[src/hdl/grc_pkg.sv]
// Shared types, constants and the CORDIC angle table for the grid ray caster.
package grc_pkg;

    localparam int TURN         = 5760;
    localparam int HALF_TURN    = 2880;
    localparam int QUARTER_TURN = 1440;
    localparam int ANG_W        = 13;
    localparam int COORD_W      = 16;
    localparam int COL_W        = 6;
    localparam int CELL_SHIFT   = 13;
    localparam int CELL         = 8192;
    localparam int TRIG_W       = 18;
    localparam int DIVN_W       = 30;
    localparam int DIVD_W       = 17;
    localparam int DIST_W       = 16;
    localparam int HGT_MAX_W    = 11;
    localparam int OFS_MAX_W    = 10;
    localparam int CORDIC_X0    = 39797;

    typedef struct packed {
        logic [COL_W-1:0]   k;
        logic [ANG_W-1:0]   ra;
        logic [ANG_W-1:0]   corr;
        logic [COORD_W-1:0] px;
        logic [COORD_W-1:0] py;
        logic               last;
    } ray_desc_t;

    typedef struct packed {
        logic [COL_W-1:0]     column;
        logic [COORD_W-1:0]   hit_x;
        logic [COORD_W-1:0]   hit_y;
        logic [DIST_W-1:0]    distance;
        logic                 hit_found;
        logic                 vertical_side;
        logic [HGT_MAX_W-1:0] wall_height;
        logic [OFS_MAX_W-1:0] wall_offset;
        logic                 last;
    } ray_result_t;

    typedef struct packed {
        logic             start;
        logic [ANG_W-1:0] angle;
    } cordic_req_t;

    typedef struct packed {
        logic                     done;
        logic signed [TRIG_W-1:0] cs;
        logic signed [TRIG_W-1:0] sn;
    } cordic_rsp_t;

    typedef struct packed {
        logic              start;
        logic [DIVN_W-1:0] num;
        logic [DIVD_W-1:0] den;
    } div_req_t;

    typedef struct packed {
        logic              done;
        logic [DIVN_W-1:0] quo;
        logic [DIVD_W-1:0] rem;
    } div_rsp_t;

    // atan(2^-i) in sixteenth degrees, 16 fraction bits
    function automatic logic [26:0] atan_step(input logic [3:0] i);
        logic [26:0] v;
        begin
            case (i)
                4'd0:    v = 27'd47185920;
                4'd1:    v = 27'd27855475;
                4'd2:    v = 27'd14718068;
                4'd3:    v = 27'd7471121;
                4'd4:    v = 27'd3750058;
                4'd5:    v = 27'd1876857;
                4'd6:    v = 27'd938658;
                4'd7:    v = 27'd469358;
                4'd8:    v = 27'd234682;
                4'd9:    v = 27'd117342;
                4'd10:   v = 27'd58671;
                4'd11:   v = 27'd29335;
                4'd12:   v = 27'd14668;
                4'd13:   v = 27'd7334;
                4'd14:   v = 27'd3667;
                4'd15:   v = 27'd1834;
                default: v = 27'd0;
            endcase
            return v;
        end
    endfunction

endpackage

[src/hdl/grc_fifo.sv]
// Small register queue used between the front, the back and the result port.
module grc_fifo #(
    parameter int WIDTH = 8,
    parameter int DEPTH = 2
) (
    input  logic             clk,
    input  logic             rst_n,
    input  logic             push,
    input  logic [WIDTH-1:0] wdata,
    output logic             full,
    input  logic             pop,
    output logic [WIDTH-1:0] rdata,
    output logic             empty
);

    localparam int AW = (DEPTH > 1) ? $clog2(DEPTH) : 1;

    logic [WIDTH-1:0] mem_reg [DEPTH];
    logic [AW-1:0]    wr_ptr_reg;
    logic [AW-1:0]    rd_ptr_reg;
    logic [AW:0]      count_reg;
    logic             do_push;
    logic             do_pop;

    assign full    = (count_reg == (AW+1)'(DEPTH));
    assign empty   = (count_reg == '0);
    assign do_push = push && !full;
    assign do_pop  = pop && !empty;
    assign rdata   = mem_reg[rd_ptr_reg];

    always_ff @(posedge clk or negedge rst_n)
    begin
        if (!rst_n)
        begin
            wr_ptr_reg <= '0;
            rd_ptr_reg <= '0;
            count_reg  <= '0;
        end
        else
        begin
            if (do_push)
            begin
                wr_ptr_reg <= (wr_ptr_reg == AW'(DEPTH-1)) ? '0 : wr_ptr_reg + 1'b1;
            end
            if (do_pop)
            begin
                rd_ptr_reg <= (rd_ptr_reg == AW'(DEPTH-1)) ? '0 : rd_ptr_reg + 1'b1;
            end
            if (do_push && !do_pop)
            begin
                count_reg <= count_reg + 1'b1;
            end
            else if (do_pop && !do_push)
            begin
                count_reg <= count_reg - 1'b1;
            end
        end
    end

    always_ff @(posedge clk)
    begin
        if (do_push)
        begin
            mem_reg[wr_ptr_reg] <= wdata;
        end
    end

endmodule

[src/hdl/grc_front.sv]
// Front end: take a frame request and hand out one ray descriptor per column.
module grc_front import grc_pkg::*; #(
    parameter int RAY_COUNT = 60
) (
    input  logic               clk,
    input  logic               rst_n,
    input  logic               push,
    output logic               full,
    input  logic [COORD_W-1:0] player_x,
    input  logic [COORD_W-1:0] player_y,
    input  logic [ANG_W-1:0]   view_angle,
    output logic               rq_push,
    output ray_desc_t          rq_data,
    input  logic               rq_full
);

    logic               active_reg;
    logic [COL_W-1:0]   k_reg;
    logic [ANG_W-1:0]   ra_reg;
    logic [ANG_W-1:0]   corr_reg;
    logic [COORD_W-1:0] px_reg;
    logic [COORD_W-1:0] py_reg;

    logic [ANG_W-1:0] view_mod;
    logic [ANG_W:0]   ra_first;
    logic [ANG_W:0]   ra_sum;
    logic             is_last;

    assign full    = active_reg;
    assign is_last = (k_reg == COL_W'(RAY_COUNT - 1));
    assign rq_push = active_reg && !rq_full;

    always_comb
    begin
        view_mod = (view_angle >= ANG_W'(TURN)) ? view_angle - ANG_W'(TURN) : view_angle;
        ra_first = {1'b0, view_mod} + (ANG_W+1)'(TURN - 480);
        if (ra_first >= (ANG_W+1)'(TURN))
        begin
            ra_first = ra_first - (ANG_W+1)'(TURN);
        end
        ra_sum = {1'b0, ra_reg} + (ANG_W+1)'(16);
        if (ra_sum >= (ANG_W+1)'(TURN))
        begin
            ra_sum = ra_sum - (ANG_W+1)'(TURN);
        end
        rq_data.k    = k_reg;
        rq_data.ra   = ra_reg;
        rq_data.corr = corr_reg;
        rq_data.px   = px_reg;
        rq_data.py   = py_reg;
        rq_data.last = is_last;
    end

    always_ff @(posedge clk or negedge rst_n)
    begin
        if (!rst_n)
        begin
            active_reg <= 1'b0;
            k_reg      <= '0;
        end
        else if (push && !active_reg)
        begin
            active_reg <= 1'b1;
            k_reg      <= '0;
        end
        else if (rq_push)
        begin
            k_reg <= k_reg + 1'b1;
            if (is_last)
            begin
                active_reg <= 1'b0;
            end
        end
    end

    always_ff @(posedge clk)
    begin
        if (push && !active_reg)
        begin
            px_reg   <= player_x;
            py_reg   <= player_y;
            ra_reg   <= ra_first[ANG_W-1:0];
            corr_reg <= ANG_W'(480);
        end
        else if (rq_push)
        begin
            ra_reg   <= ra_sum[ANG_W-1:0];
            corr_reg <= (corr_reg < ANG_W'(16)) ? corr_reg + ANG_W'(TURN - 16)
                                                : corr_reg - ANG_W'(16);
        end
    end

endmodule

[src/hdl/grc_cordic.sv]
// Iterative rotation CORDIC, one micro-rotation per cycle, cosine and sine in Q16.
module grc_cordic import grc_pkg::*; (
    input  logic        clk,
    input  logic        rst_n,
    input  cordic_req_t req,
    output cordic_rsp_t rsp
);

    localparam int XW = 20;
    localparam int ZW = 30;

    logic signed [XW-1:0] x_reg;
    logic signed [XW-1:0] y_reg;
    logic signed [ZW-1:0] z_reg;
    logic [3:0]           it_reg;
    logic                 busy_reg;
    logic                 neg_reg;
    logic                 done_reg;

    logic signed [14:0]   a_f;
    logic                 a_neg;
    logic signed [ZW-1:0] z_init;
    logic signed [XW-1:0] xs;
    logic signed [XW-1:0] ys;
    logic signed [ZW-1:0] at;
    logic signed [XW-1:0] neg_x;
    logic signed [XW-1:0] neg_y;

    always_comb
    begin
        a_f   = $signed({2'b00, req.angle});
        a_neg = 1'b0;
        if (a_f >= 15'sd2880)
        begin
            a_f = a_f - 15'sd5760;
        end
        if (a_f > 15'sd1440)
        begin
            a_f   = a_f - 15'sd2880;
            a_neg = 1'b1;
        end
        else if (a_f < -15'sd1440)
        begin
            a_f   = a_f + 15'sd2880;
            a_neg = 1'b1;
        end
        z_init = ZW'(a_f) <<< 16;
        xs     = x_reg >>> it_reg;
        ys     = y_reg >>> it_reg;
        at     = $signed({3'b000, atan_step(it_reg)});
        neg_x  = -x_reg;
        neg_y  = -y_reg;
    end

    assign rsp.done = done_reg;
    assign rsp.cs   = neg_reg ? TRIG_W'(neg_x) : TRIG_W'(x_reg);
    assign rsp.sn   = neg_reg ? TRIG_W'(neg_y) : TRIG_W'(y_reg);

    always_ff @(posedge clk or negedge rst_n)
    begin
        if (!rst_n)
        begin
            busy_reg <= 1'b0;
            done_reg <= 1'b0;
            it_reg   <= '0;
        end
        else
        begin
            done_reg <= 1'b0;
            if (req.start)
            begin
                busy_reg <= 1'b1;
                it_reg   <= '0;
            end
            else if (busy_reg)
            begin
                it_reg <= it_reg + 1'b1;
                if (it_reg == 4'd15)
                begin
                    busy_reg <= 1'b0;
                    done_reg <= 1'b1;
                end
            end
        end
    end

    always_ff @(posedge clk)
    begin
        if (req.start)
        begin
            x_reg   <= XW'(CORDIC_X0);
            y_reg   <= '0;
            z_reg   <= z_init;
            neg_reg <= a_neg;
        end
        else if (busy_reg)
        begin
            if (z_reg >= 0)
            begin
                x_reg <= x_reg - ys;
                y_reg <= y_reg + xs;
                z_reg <= z_reg - at;
            end
            else
            begin
                x_reg <= x_reg + ys;
                y_reg <= y_reg - xs;
                z_reg <= z_reg + at;
            end
        end
    end

endmodule

[src/hdl/grc_div.sv]
// Restoring unsigned divider, one quotient bit per cycle.
module grc_div import grc_pkg::*; (
    input  logic     clk,
    input  logic     rst_n,
    input  div_req_t req,
    output div_rsp_t rsp
);

    localparam int CW = $clog2(DIVN_W);

    logic [DIVN_W-1:0] q_reg;
    logic [DIVD_W-1:0] r_reg;
    logic [DIVD_W-1:0] d_reg;
    logic [CW-1:0]     cnt_reg;
    logic              busy_reg;
    logic              done_reg;

    logic [DIVD_W:0]   r_sh;
    logic [DIVD_W:0]   diff;
    logic              ge;

    always_comb
    begin
        r_sh = {r_reg, q_reg[DIVN_W-1]};
        diff = r_sh - {1'b0, d_reg};
        ge   = (r_sh >= {1'b0, d_reg});
    end

    assign rsp.done = done_reg;
    assign rsp.quo  = q_reg;
    assign rsp.rem  = r_reg;

    always_ff @(posedge clk or negedge rst_n)
    begin
        if (!rst_n)
        begin
            busy_reg <= 1'b0;
            done_reg <= 1'b0;
            cnt_reg  <= '0;
        end
        else
        begin
            done_reg <= 1'b0;
            if (req.start)
            begin
                busy_reg <= 1'b1;
                cnt_reg  <= '0;
            end
            else if (busy_reg)
            begin
                cnt_reg <= cnt_reg + 1'b1;
                if (cnt_reg == CW'(DIVN_W - 1))
                begin
                    busy_reg <= 1'b0;
                    done_reg <= 1'b1;
                end
            end
        end
    end

    always_ff @(posedge clk)
    begin
        if (req.start)
        begin
            q_reg <= req.num;
            r_reg <= '0;
            d_reg <= req.den;
        end
        else if (busy_reg)
        begin
            q_reg <= {q_reg[DIVN_W-2:0], ge};
            r_reg <= ge ? diff[DIVD_W-1:0] : r_sh[DIVD_W-1:0];
        end
    end

endmodule

[src/hdl/grc_back.sv]
// Back end: trace one ray at a time over the wall map and build its result.
module grc_back import grc_pkg::*; #(
    parameter int MAP_WIDTH   = 8,
    parameter int MAP_HEIGHT  = 8,
    parameter int MAX_STEPS   = 8,
    parameter int VIEW_HEIGHT = 320
) (
    input  logic        clk,
    input  logic        rst_n,
    input  logic [63:0] map_walls,
    input  logic        rq_empty,
    input  ray_desc_t   rq_data,
    output logic        rq_pop,
    input  logic        oq_full,
    output logic        oq_push,
    output ray_result_t oq_data
);

    localparam int STEP_W = (MAX_STEPS > 1) ? $clog2(MAX_STEPS) : 1;
    localparam int UW     = 20;
    localparam int WW     = 38;
    localparam int QW     = 36;
    localparam int SQW    = 34;
    localparam logic signed [WW-1:0] X_LIM   = WW'(MAP_WIDTH * CELL);
    localparam logic signed [WW-1:0] Y_LIM   = WW'(MAP_HEIGHT * CELL);
    localparam logic [DIVN_W-1:0]    HGT_NUM = DIVN_W'(4096 * VIEW_HEIGHT);

    typedef enum logic [3:0] {
        S_IDLE, S_TRIG, S_WSET, S_WMUL, S_DIVA, S_DIVB, S_WSTEP, S_WNEXT,
        S_SQMUL, S_SQADD, S_PICK, S_CORR, S_ROOT, S_SCALE, S_HDIV, S_EMIT
    } state_t;

    state_t state_reg;

    ray_desc_t                desc_reg;
    logic signed [TRIG_W-1:0] cs_reg;
    logic signed [TRIG_W-1:0] sn_reg;
    logic                     vert_reg;
    logic [COORD_W-1:0]       pw_reg;
    logic signed [UW-1:0]     u_reg;
    logic                     fwd_reg;
    logic                     neg_reg;
    logic [13:0]              d0_reg;
    logic [DIVD_W-1:0]        num_abs_reg;
    logic [DIVD_W-1:0]        den_abs_reg;
    logic [QW-1:0]            q_reg;
    logic [DIVD_W-1:0]        r_reg;
    logic [DIVN_W-1:0]        qb_reg;
    logic [DIVD_W-1:0]        rb_reg;
    logic [STEP_W-1:0]        step_reg;
    logic                     hh_reg;
    logic                     vh_reg;
    logic [COORD_W-1:0]       hx_reg;
    logic [COORD_W-1:0]       hy_reg;
    logic [COORD_W-1:0]       vx_reg;
    logic [COORD_W-1:0]       vy_reg;
    logic [1:0]               sq_idx_reg;
    logic [31:0]              prod_reg;
    logic [SQW-1:0]           sqh_reg;
    logic [SQW-1:0]           sqv_reg;
    logic [SQW-1:0]           rv_reg;
    logic [SQW-1:0]           rr_reg;
    logic [SQW-1:0]           rbit_reg;
    logic [DIVD_W-1:0]        cc_reg;
    logic                     found_reg;
    logic                     vside_reg;
    logic [COORD_W-1:0]       rx_reg;
    logic [COORD_W-1:0]       ry_reg;
    logic [DIST_W-1:0]        dist_reg;
    logic [HGT_MAX_W-1:0]     height_reg;
    logic                     cor_start_reg;
    logic [ANG_W-1:0]         cor_angle_reg;
    logic                     div_start_reg;
    logic [DIVN_W-1:0]        div_num_reg;
    logic [DIVD_W-1:0]        div_den_reg;

    cordic_req_t cor_req;
    div_req_t    div_req;
    cordic_rsp_t cor_rsp;
    div_rsp_t    div_rsp;

    assign cor_req = {cor_start_reg, cor_angle_reg};
    assign div_req = {div_start_reg, div_num_reg, div_den_reg};

    grc_cordic u_cordic (
        .clk   (clk),
        .rst_n (rst_n),
        .req   (cor_req),
        .rsp   (cor_rsp)
    );

    grc_div u_div (
        .clk   (clk),
        .rst_n (rst_n),
        .req   (div_req),
        .rsp   (div_rsp)
    );

    // walk setup
    logic signed [TRIG_W-1:0] num_sel;
    logic signed [TRIG_W-1:0] den_sel;
    logic signed [TRIG_W-1:0] num_neg;
    logic signed [TRIG_W-1:0] den_neg;
    logic [COORD_W-1:0]       pu_sel;
    logic [COORD_W-1:0]       pw_sel;
    logic [COORD_W-1:0]       base;
    logic                     allow;
    logic                     fwd;
    logic signed [UW-1:0]     u0;
    logic [13:0]              d0;

    always_comb
    begin
        if (!vert_reg)
        begin
            allow  = (desc_reg.ra != '0) && (desc_reg.ra != ANG_W'(HALF_TURN))
                     && (sn_reg != '0);
            fwd    = (desc_reg.ra < ANG_W'(HALF_TURN));
            pu_sel = desc_reg.py;
            pw_sel = desc_reg.px;
            num_sel = cs_reg;
            den_sel = sn_reg;
        end
        else
        begin
            allow  = (desc_reg.ra != ANG_W'(QUARTER_TURN))
                     && (desc_reg.ra != ANG_W'(3 * QUARTER_TURN)) && (cs_reg != '0);
            fwd    = !((desc_reg.ra > ANG_W'(QUARTER_TURN))
                       && (desc_reg.ra < ANG_W'(3 * QUARTER_TURN)));
            pu_sel = desc_reg.px;
            pw_sel = desc_reg.py;
            num_sel = sn_reg;
            den_sel = cs_reg;
        end
        num_neg = -num_sel;
        den_neg = -den_sel;
        base    = {pu_sel[COORD_W-1:CELL_SHIFT], {CELL_SHIFT{1'b0}}};
        if (fwd)
        begin
            u0 = $signed({4'b0000, base}) + UW'(CELL);
            d0 = 14'(17'(base) + 17'(CELL) - 17'(pu_sel));
        end
        else
        begin
            u0 = $signed({4'b0000, base}) - UW'(1);
            d0 = 14'(pu_sel - base) + 14'd1;
        end
    end

    // grid step: point on the current line and its wall test
    logic signed [WW-1:0] q_signed;
    logic signed [WW-1:0] w_val;
    logic signed [WW-1:0] u_ext;
    logic signed [WW-1:0] pt_x;
    logic signed [WW-1:0] pt_y;
    logic                 wall;
    logic [DIVD_W:0]      r_sum;
    logic                 carry;
    logic [30:0]          a_prod;

    always_comb
    begin
        q_signed = $signed({2'b00, q_reg});
        if (neg_reg)
        begin
            q_signed = -q_signed;
        end
        w_val = $signed({22'd0, pw_reg}) + q_signed;
        u_ext = WW'(u_reg);
        pt_x  = vert_reg ? u_ext : w_val;
        pt_y  = vert_reg ? w_val : u_ext;
        wall  = (pt_x >= 0) && (pt_y >= 0) && (pt_x < X_LIM) && (pt_y < Y_LIM)
                && map_walls[{pt_y[15:13], pt_x[15:13]}];
        r_sum = {1'b0, r_reg} + {1'b0, rb_reg};
        carry = (r_sum >= {1'b0, den_abs_reg});
        a_prod = 31'(d0_reg) * 31'(num_abs_reg);
    end

    // squared distance terms, root, scaling
    logic [COORD_W-1:0]  sq_a;
    logic [COORD_W-1:0]  sq_b;
    logic signed [16:0]  sq_d;
    logic signed [33:0]  sq_full;
    logic [SQW-1:0]      trial;
    logic [33:0]         dprod;
    logic [16:0]         dshift;

    always_comb
    begin
        case (sq_idx_reg)
            2'd0:    begin sq_a = hx_reg; sq_b = desc_reg.px; end
            2'd1:    begin sq_a = hy_reg; sq_b = desc_reg.py; end
            2'd2:    begin sq_a = vx_reg; sq_b = desc_reg.px; end
            default: begin sq_a = vy_reg; sq_b = desc_reg.py; end
        endcase
        sq_d    = $signed({1'b0, sq_a}) - $signed({1'b0, sq_b});
        sq_full = sq_d * sq_d;
        trial   = rr_reg + rbit_reg;
        dprod   = 34'(rr_reg[16:0]) * 34'(cc_reg);
        dshift  = dprod[33:17];
    end

    assign rq_pop  = (state_reg == S_IDLE) && !rq_empty;
    assign oq_push = (state_reg == S_EMIT) && !oq_full;

    always_comb
    begin
        oq_data.column        = desc_reg.k;
        oq_data.hit_x         = rx_reg;
        oq_data.hit_y         = ry_reg;
        oq_data.distance      = dist_reg;
        oq_data.hit_found     = found_reg;
        oq_data.vertical_side = vside_reg;
        oq_data.wall_height   = height_reg;
        oq_data.wall_offset   = OFS_MAX_W'(VIEW_HEIGHT / 2) - OFS_MAX_W'(height_reg >> 1);
        oq_data.last          = desc_reg.last;
    end

    always_ff @(posedge clk or negedge rst_n)
    begin
        if (!rst_n)
        begin
            state_reg     <= S_IDLE;
            cor_start_reg <= 1'b0;
            div_start_reg <= 1'b0;
        end
        else
        begin
            cor_start_reg <= 1'b0;
            div_start_reg <= 1'b0;
            case (state_reg)
                S_IDLE:
                begin
                    if (!rq_empty)
                    begin
                        cor_start_reg <= 1'b1;
                        state_reg     <= S_TRIG;
                    end
                end
                S_TRIG:
                begin
                    if (cor_rsp.done)
                    begin
                        state_reg <= S_WSET;
                    end
                end
                S_WSET:
                begin
                    state_reg <= allow ? S_WMUL : S_WNEXT;
                end
                S_WMUL:
                begin
                    div_start_reg <= 1'b1;
                    state_reg     <= S_DIVA;
                end
                S_DIVA:
                begin
                    if (div_rsp.done)
                    begin
                        div_start_reg <= 1'b1;
                        state_reg     <= S_DIVB;
                    end
                end
                S_DIVB:
                begin
                    if (div_rsp.done)
                    begin
                        state_reg <= S_WSTEP;
                    end
                end
                S_WSTEP:
                begin
                    if (wall || step_reg == STEP_W'(MAX_STEPS - 1))
                    begin
                        state_reg <= S_WNEXT;
                    end
                end
                S_WNEXT:
                begin
                    state_reg <= vert_reg ? S_SQMUL : S_WSET;
                end
                S_SQMUL:
                begin
                    state_reg <= S_SQADD;
                end
                S_SQADD:
                begin
                    state_reg <= (sq_idx_reg == 2'd3) ? S_PICK : S_SQMUL;
                end
                S_PICK:
                begin
                    if (hh_reg || vh_reg)
                    begin
                        cor_start_reg <= 1'b1;
                        state_reg     <= S_CORR;
                    end
                    else
                    begin
                        state_reg <= S_EMIT;
                    end
                end
                S_CORR:
                begin
                    if (cor_rsp.done)
                    begin
                        state_reg <= S_ROOT;
                    end
                end
                S_ROOT:
                begin
                    if (rbit_reg[0])
                    begin
                        state_reg <= S_SCALE;
                    end
                end
                S_SCALE:
                begin
                    if (dshift == '0)
                    begin
                        state_reg <= S_EMIT;
                    end
                    else
                    begin
                        div_start_reg <= 1'b1;
                        state_reg     <= S_HDIV;
                    end
                end
                S_HDIV:
                begin
                    if (div_rsp.done)
                    begin
                        state_reg <= S_EMIT;
                    end
                end
                S_EMIT:
                begin
                    if (!oq_full)
                    begin
                        state_reg <= S_IDLE;
                    end
                end
                default:
                begin
                    state_reg <= S_IDLE;
                end
            endcase
        end
    end

    always_ff @(posedge clk)
    begin
        case (state_reg)
            S_IDLE:
            begin
                desc_reg      <= rq_data;
                cor_angle_reg <= rq_data.ra;
                vert_reg      <= 1'b0;
                hh_reg        <= 1'b0;
                vh_reg        <= 1'b0;
                sqh_reg       <= '0;
                sqv_reg       <= '0;
                sq_idx_reg    <= '0;
            end
            S_TRIG:
            begin
                cs_reg <= cor_rsp.cs;
                sn_reg <= cor_rsp.sn;
            end
            S_WSET:
            begin
                pw_reg      <= pw_sel;
                u_reg       <= u0;
                fwd_reg     <= fwd;
                d0_reg      <= d0;
                neg_reg     <= (!fwd) ^ num_sel[TRIG_W-1] ^ den_sel[TRIG_W-1];
                num_abs_reg <= num_sel[TRIG_W-1] ? DIVD_W'(num_neg) : DIVD_W'(num_sel);
                den_abs_reg <= den_sel[TRIG_W-1] ? DIVD_W'(den_neg) : DIVD_W'(den_sel);
                step_reg    <= '0;
            end
            S_WMUL:
            begin
                div_num_reg <= a_prod[DIVN_W-1:0];
                div_den_reg <= den_abs_reg;
            end
            S_DIVA:
            begin
                if (div_rsp.done)
                begin
                    q_reg       <= QW'(div_rsp.quo);
                    r_reg       <= div_rsp.rem;
                    div_num_reg <= DIVN_W'(num_abs_reg) << CELL_SHIFT;
                end
            end
            S_DIVB:
            begin
                qb_reg <= div_rsp.quo;
                rb_reg <= div_rsp.rem;
            end
            S_WSTEP:
            begin
                if (wall)
                begin
                    if (vert_reg)
                    begin
                        vh_reg <= 1'b1;
                        vx_reg <= pt_x[COORD_W-1:0];
                        vy_reg <= pt_y[COORD_W-1:0];
                    end
                    else
                    begin
                        hh_reg <= 1'b1;
                        hx_reg <= pt_x[COORD_W-1:0];
                        hy_reg <= pt_y[COORD_W-1:0];
                    end
                end
                else
                begin
                    // advance to the next grid line
                    step_reg <= step_reg + 1'b1;
                    u_reg    <= fwd_reg ? u_reg + UW'(CELL) : u_reg - UW'(CELL);
                    r_reg    <= carry ? DIVD_W'(r_sum - {1'b0, den_abs_reg})
                                      : r_sum[DIVD_W-1:0];
                    q_reg    <= q_reg + QW'(qb_reg) + QW'(carry);
                end
            end
            S_WNEXT:
            begin
                vert_reg <= 1'b1;
            end
            S_SQMUL:
            begin
                prod_reg <= sq_full[31:0];
            end
            S_SQADD:
            begin
                if (!sq_idx_reg[1])
                begin
                    sqh_reg <= sqh_reg + SQW'(prod_reg);
                end
                else
                begin
                    sqv_reg <= sqv_reg + SQW'(prod_reg);
                end
                sq_idx_reg <= sq_idx_reg + 1'b1;
            end
            S_PICK:
            begin
                found_reg     <= hh_reg || vh_reg;
                cor_angle_reg <= desc_reg.corr;
                rr_reg        <= '0;
                rbit_reg      <= SQW'(1) << 32;
                dist_reg      <= '1;
                height_reg    <= '0;
                // ties go to the horizontal hit
                if (vh_reg && (!hh_reg || sqv_reg < sqh_reg))
                begin
                    vside_reg <= 1'b1;
                    rx_reg    <= vx_reg;
                    ry_reg    <= vy_reg;
                    rv_reg    <= sqv_reg;
                end
                else if (hh_reg)
                begin
                    vside_reg <= 1'b0;
                    rx_reg    <= hx_reg;
                    ry_reg    <= hy_reg;
                    rv_reg    <= sqh_reg;
                end
                else
                begin
                    vside_reg <= 1'b0;
                    rx_reg    <= desc_reg.px;
                    ry_reg    <= desc_reg.py;
                    rv_reg    <= '0;
                end
            end
            S_CORR:
            begin
                if (cor_rsp.cs < 0)
                begin
                    cc_reg <= '0;
                end
                else if (cor_rsp.cs > TRIG_W'(65536))
                begin
                    cc_reg <= DIVD_W'(65536);
                end
                else
                begin
                    cc_reg <= DIVD_W'(cor_rsp.cs);
                end
            end
            S_ROOT:
            begin
                if (rv_reg >= trial)
                begin
                    rv_reg <= rv_reg - trial;
                    rr_reg <= (rr_reg >> 1) + rbit_reg;
                end
                else
                begin
                    rr_reg <= rr_reg >> 1;
                end
                rbit_reg <= rbit_reg >> 2;
            end
            S_SCALE:
            begin
                dist_reg    <= dshift[16] ? '1 : dshift[DIST_W-1:0];
                height_reg  <= HGT_MAX_W'(VIEW_HEIGHT);
                div_num_reg <= HGT_NUM;
                div_den_reg <= dshift[16] ? DIVD_W'(17'h0FFFF) : dshift;
            end
            S_HDIV:
            begin
                height_reg <= (div_rsp.quo > DIVN_W'(VIEW_HEIGHT))
                              ? HGT_MAX_W'(VIEW_HEIGHT) : div_rsp.quo[HGT_MAX_W-1:0];
            end
            default:
            begin
                rr_reg <= rr_reg;
            end
        endcase
    end

endmodule

[src/hdl/grid_raycast_wall_columns.sv]
// Top level of the grid ray caster: frame requests in, one wall column per ray out.
//
//  channel   | handshake         | payload
//  ----------+-------------------+-------------------------------------------------
//  request   | push / full       | player_x, player_y, view_angle
//  config    | cfg_we            | cfg_wdata (wall bitmap, bit row*8+column)
//  result    | empty / pop       | column, hit_x, hit_y, distance, hit_found,
//            |                   | vertical_side, wall_height, wall_offset, last
//
// One request yields RAY_COUNT results, left to right, the last one flagged.
// Each ray takes up to five passes of the shared divider (two per walk, one for the
// height), up to two CORDIC rotations, a square root and up to 2*MAX_STEPS grid steps.
// full stays high while the front hands out the rays of a frame; results drain
// through a two-entry queue, and a stalled pop holds the back end and, once the ray queue fills, the front.
// Reset clears the wall bitmap and all control state; no clearing pass.
module grid_raycast_wall_columns import grc_pkg::*; #(
    parameter int MAP_WIDTH   = 8,
    parameter int MAP_HEIGHT  = 8,
    parameter int RAY_COUNT   = 60,
    parameter int MAX_STEPS   = 8,
    parameter int VIEW_HEIGHT = 320,
    parameter int HEIGHT_W    = $clog2(VIEW_HEIGHT + 1),
    parameter int OFFSET_W    = $clog2(VIEW_HEIGHT / 2 + 1)
) (
    input  logic                clk,
    input  logic                rst_n,
    input  logic                push,
    output logic                full,
    input  logic [COORD_W-1:0]  player_x,
    input  logic [COORD_W-1:0]  player_y,
    input  logic [ANG_W-1:0]    view_angle,
    input  logic                cfg_we,
    input  logic [63:0]         cfg_wdata,
    output logic                empty,
    input  logic                pop,
    output logic [COL_W-1:0]    column,
    output logic [COORD_W-1:0]  hit_x,
    output logic [COORD_W-1:0]  hit_y,
    output logic [DIST_W-1:0]   distance,
    output logic                hit_found,
    output logic                vertical_side,
    output logic [HEIGHT_W-1:0] wall_height,
    output logic [OFFSET_W-1:0] wall_offset,
    output logic                last
);

    // wall bitmap; the user must write it only between frames, the block does not enforce this
    logic [63:0] map_walls_reg;

    always_ff @(posedge clk or negedge rst_n)
    begin
        if (!rst_n)
        begin
            map_walls_reg <= '0;
        end
        else if (cfg_we)
        begin
            map_walls_reg <= cfg_wdata;
        end
    end

    // front: one request fans out into ray descriptors
    logic      rq_push;
    logic      rq_full;
    logic      rq_pop;
    logic      rq_empty;
    ray_desc_t rq_wdata;
    ray_desc_t rq_rdata;

    grc_front #(
        .RAY_COUNT (RAY_COUNT)
    ) u_front (
        .clk        (clk),
        .rst_n      (rst_n),
        .push       (push),
        .full       (full),
        .player_x   (player_x),
        .player_y   (player_y),
        .view_angle (view_angle),
        .rq_push    (rq_push),
        .rq_data    (rq_wdata),
        .rq_full    (rq_full)
    );

    // decouple the ray generator from the tracer
    grc_fifo #(
        .WIDTH ($bits(ray_desc_t)),
        .DEPTH (2)
    ) u_ray_q (
        .clk   (clk),
        .rst_n (rst_n),
        .push  (rq_push),
        .wdata (rq_wdata),
        .full  (rq_full),
        .pop   (rq_pop),
        .rdata (rq_rdata),
        .empty (rq_empty)
    );

    // back: trace each ray
    logic        oq_push;
    logic        oq_full;
    ray_result_t oq_wdata;
    ray_result_t oq_rdata;

    grc_back #(
        .MAP_WIDTH   (MAP_WIDTH),
        .MAP_HEIGHT  (MAP_HEIGHT),
        .MAX_STEPS   (MAX_STEPS),
        .VIEW_HEIGHT (VIEW_HEIGHT)
    ) u_back (
        .clk       (clk),
        .rst_n     (rst_n),
        .map_walls (map_walls_reg),
        .rq_empty  (rq_empty),
        .rq_data   (rq_rdata),
        .rq_pop    (rq_pop),
        .oq_full   (oq_full),
        .oq_push   (oq_push),
        .oq_data   (oq_wdata)
    );

    // hold finished columns until the consumer pops them
    grc_fifo #(
        .WIDTH ($bits(ray_result_t)),
        .DEPTH (2)
    ) u_out_q (
        .clk   (clk),
        .rst_n (rst_n),
        .push  (oq_push),
        .wdata (oq_wdata),
        .full  (oq_full),
        .pop   (pop),
        .rdata (oq_rdata),
        .empty (empty)
    );

    assign column        = oq_rdata.column;
    assign hit_x         = oq_rdata.hit_x;
    assign hit_y         = oq_rdata.hit_y;
    assign distance      = oq_rdata.distance;
    assign hit_found     = oq_rdata.hit_found;
    assign vertical_side = oq_rdata.vertical_side;
    assign wall_height   = oq_rdata.wall_height[HEIGHT_W-1:0];
    assign wall_offset   = oq_rdata.wall_offset[OFFSET_W-1:0];
    assign last          = oq_rdata.last;

endmodule

[config.mk]
export PLATFORM = sky130hd
export DESIGN_NAME = grid_raycast_wall_columns
export DESIGN_NICKNAME = d
export VERILOG_FILES = /design/src/hdl/grc_pkg.sv /design/src/hdl/grc_fifo.sv /design/src/hdl/grc_front.sv /design/src/hdl/grc_cordic.sv /design/src/hdl/grc_div.sv /design/src/hdl/grc_back.sv /design/src/hdl/grid_raycast_wall_columns.sv
export SDC_FILE = /design/constraint.sdc
export NUM_CORES = 2
export LEC_CHECK = 0
export BUFFER_PORTS_ARGS = -buffer_cell sky130_fd_sc_hd__buf_2
export CORE_UTILIZATION = 55
export CTS_CLUSTER_SIZE = 20
export DETAILED_ROUTE_END_ITERATION = 6
export GPL_ROUTABILITY_DRIVEN = 0
export GPL_TIMING_DRIVEN = 0
export PLACE_DENSITY = 0.82
export SLEW_MARGIN = 10
export SYNTH_ARGS = -nofsm -noshare
export SYNTH_HDL_FRONTEND = slang
export SYNTH_SLANG_ARGS = --single-unit
export TNS_END_PERCENT = 5
[constraint.sdc]
create_clock -name clk -period 15.4 [get_ports clk]
set_clock_uncertainty 0.05 [all_clocks]
set_input_delay 0 -clock clk [delete_from_list [all_inputs] [get_ports clk]]
set_output_delay 0 -clock clk [all_outputs]
set_load 0.01 [all_outputs]
==> impl_metrics.json <==
{
  "result_of_the_run": "complete, but fails checks",
  "violations": "design-rule violations",
  "routed_wire_length_per_instance_um": 23.4,
  "clock_tree.buffer_depth": 3,
  "detailroute.via_count": 78500,
  "global_route.overflow_total": 0,
  "seq_area_mm2": 0.0353,
  "regToRegSetupSlack_ns": 1.52,
  "cts_max_level": 4,
  "synth_nets": 10900,
  "layout_stage_area_growth_over_the_synthesis_result_pct": 11.8,
  "num_rows": 153,
  "ys_seq_elements": 1218,
  "drt_first_pass_iters": 7,
  "critical_path_peak_fanout": 10,
  "hp-class": "input pin to register",
  "synth_cell_types": 90,
  "synth-async-reset-ratio_pct": 8.05,
  "max_ffs_per_register": 146,
  "rr_endpoint": "u_back.prod_reg[31]",
  "finalWorstPathRequiredPeriod_ns": 13.88,
  "highest_clock_rate_mhz": 72.1,
  "grt_use_total_pct": 32.1,
  "viasPerCell": 6.28,
  "final_layout_size_suffix_gt1_share_pct": 8.66,
  "cts_tree": "done",
  "seq_area_frac_synth_pct": 36.3,
  "worstHoldStart": "cfg_we",
  "design.final.nets": 11500,
  "clkLatencyLatePin_ns": 0.80,
  "fillCellCount": 12900,
  "critPathArrivalTime_ns": 14.32,
  "finalHoldViolations": 0,
  "setup_viol_count_final": 0,
  "initial_utilization_pct": 55.6,
  "synthesis.area_mm2": 0.0970,
  "fp.dieArea_mm2": 0.178,
  "slew_viol_final": 0,
  "cts_made_buffers": 133,
  "worst_setup_path_start_kind": "register",
  "core_region_area_mm2": 0.175,
  "drv.max_cap_violation_count": 0,
  "drc": 39,
  "drt_iter0_markers": 9483,
  "critical_path.endpoint_type": "register",
  "cpMostUsedCell": "fa_1",
  "timing.critical_path.slowest_stage_cell": "nor2_1",
  "global_route_wire_length_before_repair_mm": 444,
  "setup_repair_after_global_routing_missed_its_margin": "false",
  "worst_ep_required_time_ns": 15.85,
  "tritoncts_num_sinks": 1218,
  "io_buffers": 188,
  "timing.hold.worst_endpoint": "map_walls_reg[30]",
  "cts_repair_resize_count": 0,
  "dpl.hpwl_mm": 212,
  "clkTransAtPathRegs_ns": 0.07,
  "antenna_found_initial": 24,
  "max_stage_delay_ns": 0.78,
  "finalSetupTns_ns": 0,
  "netlist_instances": 9413,
  "routed_wl_mm": 292,
  "root_buffer": "clkbuf_16",
  "first_global_vias": 79700,
  "dominantRegCellSynth": "edfxtp_1",
  "drt.antenna.violating_nets": 0,
  "hold_path_depth": 3,
  "worst-slew-pin-transition_ns": 1.39,
  "pin_count_of_the_biggest_net_entering_global_routing": 76,
  "r2r_startpoint": "u_back.sq_idx_reg[1]",
  "timing.final.crit_share_pct": 90.1,
  "worstRegToRegCells": 39,
  "worst_slew_margin_relative_to_its_limit_pct": 7.34,
  "synth_area_per_cell_um2": 10.3,
  "multi_input_gate_area_in_the_final_layout_mm2": 0.0565,
  "ioPinCount": 190,
  "ys.warnings.count": 0,
  "die_height_um": 422,
  "worst-setup-path-type": "register to register",
  "synth_enable_flop_cells": 1038,
  "dieWidth_um": 422
}
==> cell usage in the layout, fill, tap and decap left out, drive strengths merged, types with 127 or more instances in the layout <==
master          n
inv          1073
clkbuf        508
a21oi         457
fa            665
mux2i         197
nand3         147
dlygate4sd3   247
nor2          645
xnor2         364
o21ai         420
nand2         845
ha            699
edfxtp       1038
a21o          127
and2          331
buf           283
mux2          274
nor3          156
xor2          246
==> metal layers <==
layer	GRT usage, %	up-vias	wire length (µm)	share of wire (%)
li1	-	33800	-	-
met5	0	-	171	0.059
met3	8.32	1399	34600	12
met4	19.4	26	20400	7.0
met2	51.5	5449	134000	46
met1	38.8	37700	103000	35
==> how the worst max path moves through the flow <==
stage	startpoint	to	slack, ns	cells after the start
3_3_place_gp	u_back.neg_reg	u_back.r_reg[6]	-6.75	23
5_1_grt	u_back.sq_idx_reg[1]	u_back.prod_reg[31]	1.26	39
6_report	u_back.sq_idx_reg[1]	u_back.prod_reg[31]	1.52	39
2_1_floorplan	u_back.neg_reg	u_back.q_reg[0]	1.17	24
4_1_cts	u_back.sq_idx_reg[1]	u_back.prod_reg[31]	2.09	39
3_5_place_dp	u_back.sq_idx_reg[1]	u_back.prod_reg[31]	2.20	39
==> synthesized netlist by cell type, drive strengths merged (59+ instances only) <==
cell type / n / area, µm²
xor2: 246 / 2150
dfrtp: 98 / 2450
nand2: 845 / 3170
nand2b: 78 / 488
o21bai: 80 / 601
o21ai: 420 / 2100
a21o: 127 / 953
a211oi: 69 / 523
edfxtp: 1038 / 31200
clkbuf: 327 / 1230
ha: 699 / 8750
nor3: 156 / 786
and2: 331 / 2070
mux2: 274 / 3090
nor2: 645 / 2420
and3: 61 / 382
fa: 665 / 13300
xnor2: 364 / 3190
a31oi: 91 / 569
inv: 1062 / 3990
dfxtp: 82 / 1640
mux2i: 197 / 1970
nand3: 147 / 736
nand4: 60 / 375
a21oi: 457 / 2290
or3: 59 / 369
nor2b: 73 / 457
==> logic make-up (layout without fill, tap and decap cells) <==
family | after synthesis | in the layout | share of synthesized area (%)
other | 0 | 14 | 0
AOI/OAI and AO/OA | 1660 | 1660 | 10.9
muxes | 516 | 516 | 6.26
and+or+nand+nor | 2607 | 2607 | 12.7
DFF | 1218 | 1218 | 36.3
buffers and inverters | 1438 | 2169 | 5.59
adders and majority gates | 1364 | 1364 | 22.7
xor gates and xnor gates | 610 | 610 | 5.51
==> metrics by stage <==
stage / setup WS (ns) / hold slack [ns] / instance area, µm² / std cells / util, %
after floorplan: 1.17 / -0.346 / 97000 / 9413 / -
after global placement: -6.75 / 0.127 / 101000 / 11900 / 57.8
after detailed placement: 2.20 / -0.120 / 102000 / 12000 / 58.2
after CTS: 2.09 / 0.000459 / 108000 / 12500 / 62.1
after global routing: 1.26 / 0.0658 / 108000 / 12500 / 62.1
final: 1.52 / 0.0782 / 109000 / 12500 / 62.2
==> critical path: cells and delay by family (launching register included) <==
family,cells,cell delay [ns]
AOI/OAI and AO/OA,14,3.90
xor gates and xnor gates,2,1.19
adders and majority gates,9,3.82
buffers and inverters,8,2.11
DFF,1,0.49
muxes,1,0.39
and+or+nand+nor,5,1.60
==> layout make-up <==
class | count | share of cell area, %
multi-input cells | 6757 | 52.1
flip-flops and latches | 1218 | 32.5
repair buffers | 487 | 3.73
inverters | 1068 | 3.70
clock buffers | 181 | 3.43
well taps | 2325 | 2.68
plain buffers | 370 | 1.30
clock inverters | 63 | 0.575
diodes | 14 | 0.0323
==> what timing repair did <==
item | CTS | global route
setup endpoints to repair | 0 | 0
buffers inserted | 0 | 0
hold endpoints to repair | 215 | 0
hold buffers | 248 | 0
Power is left out: the tool's default activity adds up to more than one toggle a clock period on the data nets, which glitch-free logic cannot reach.
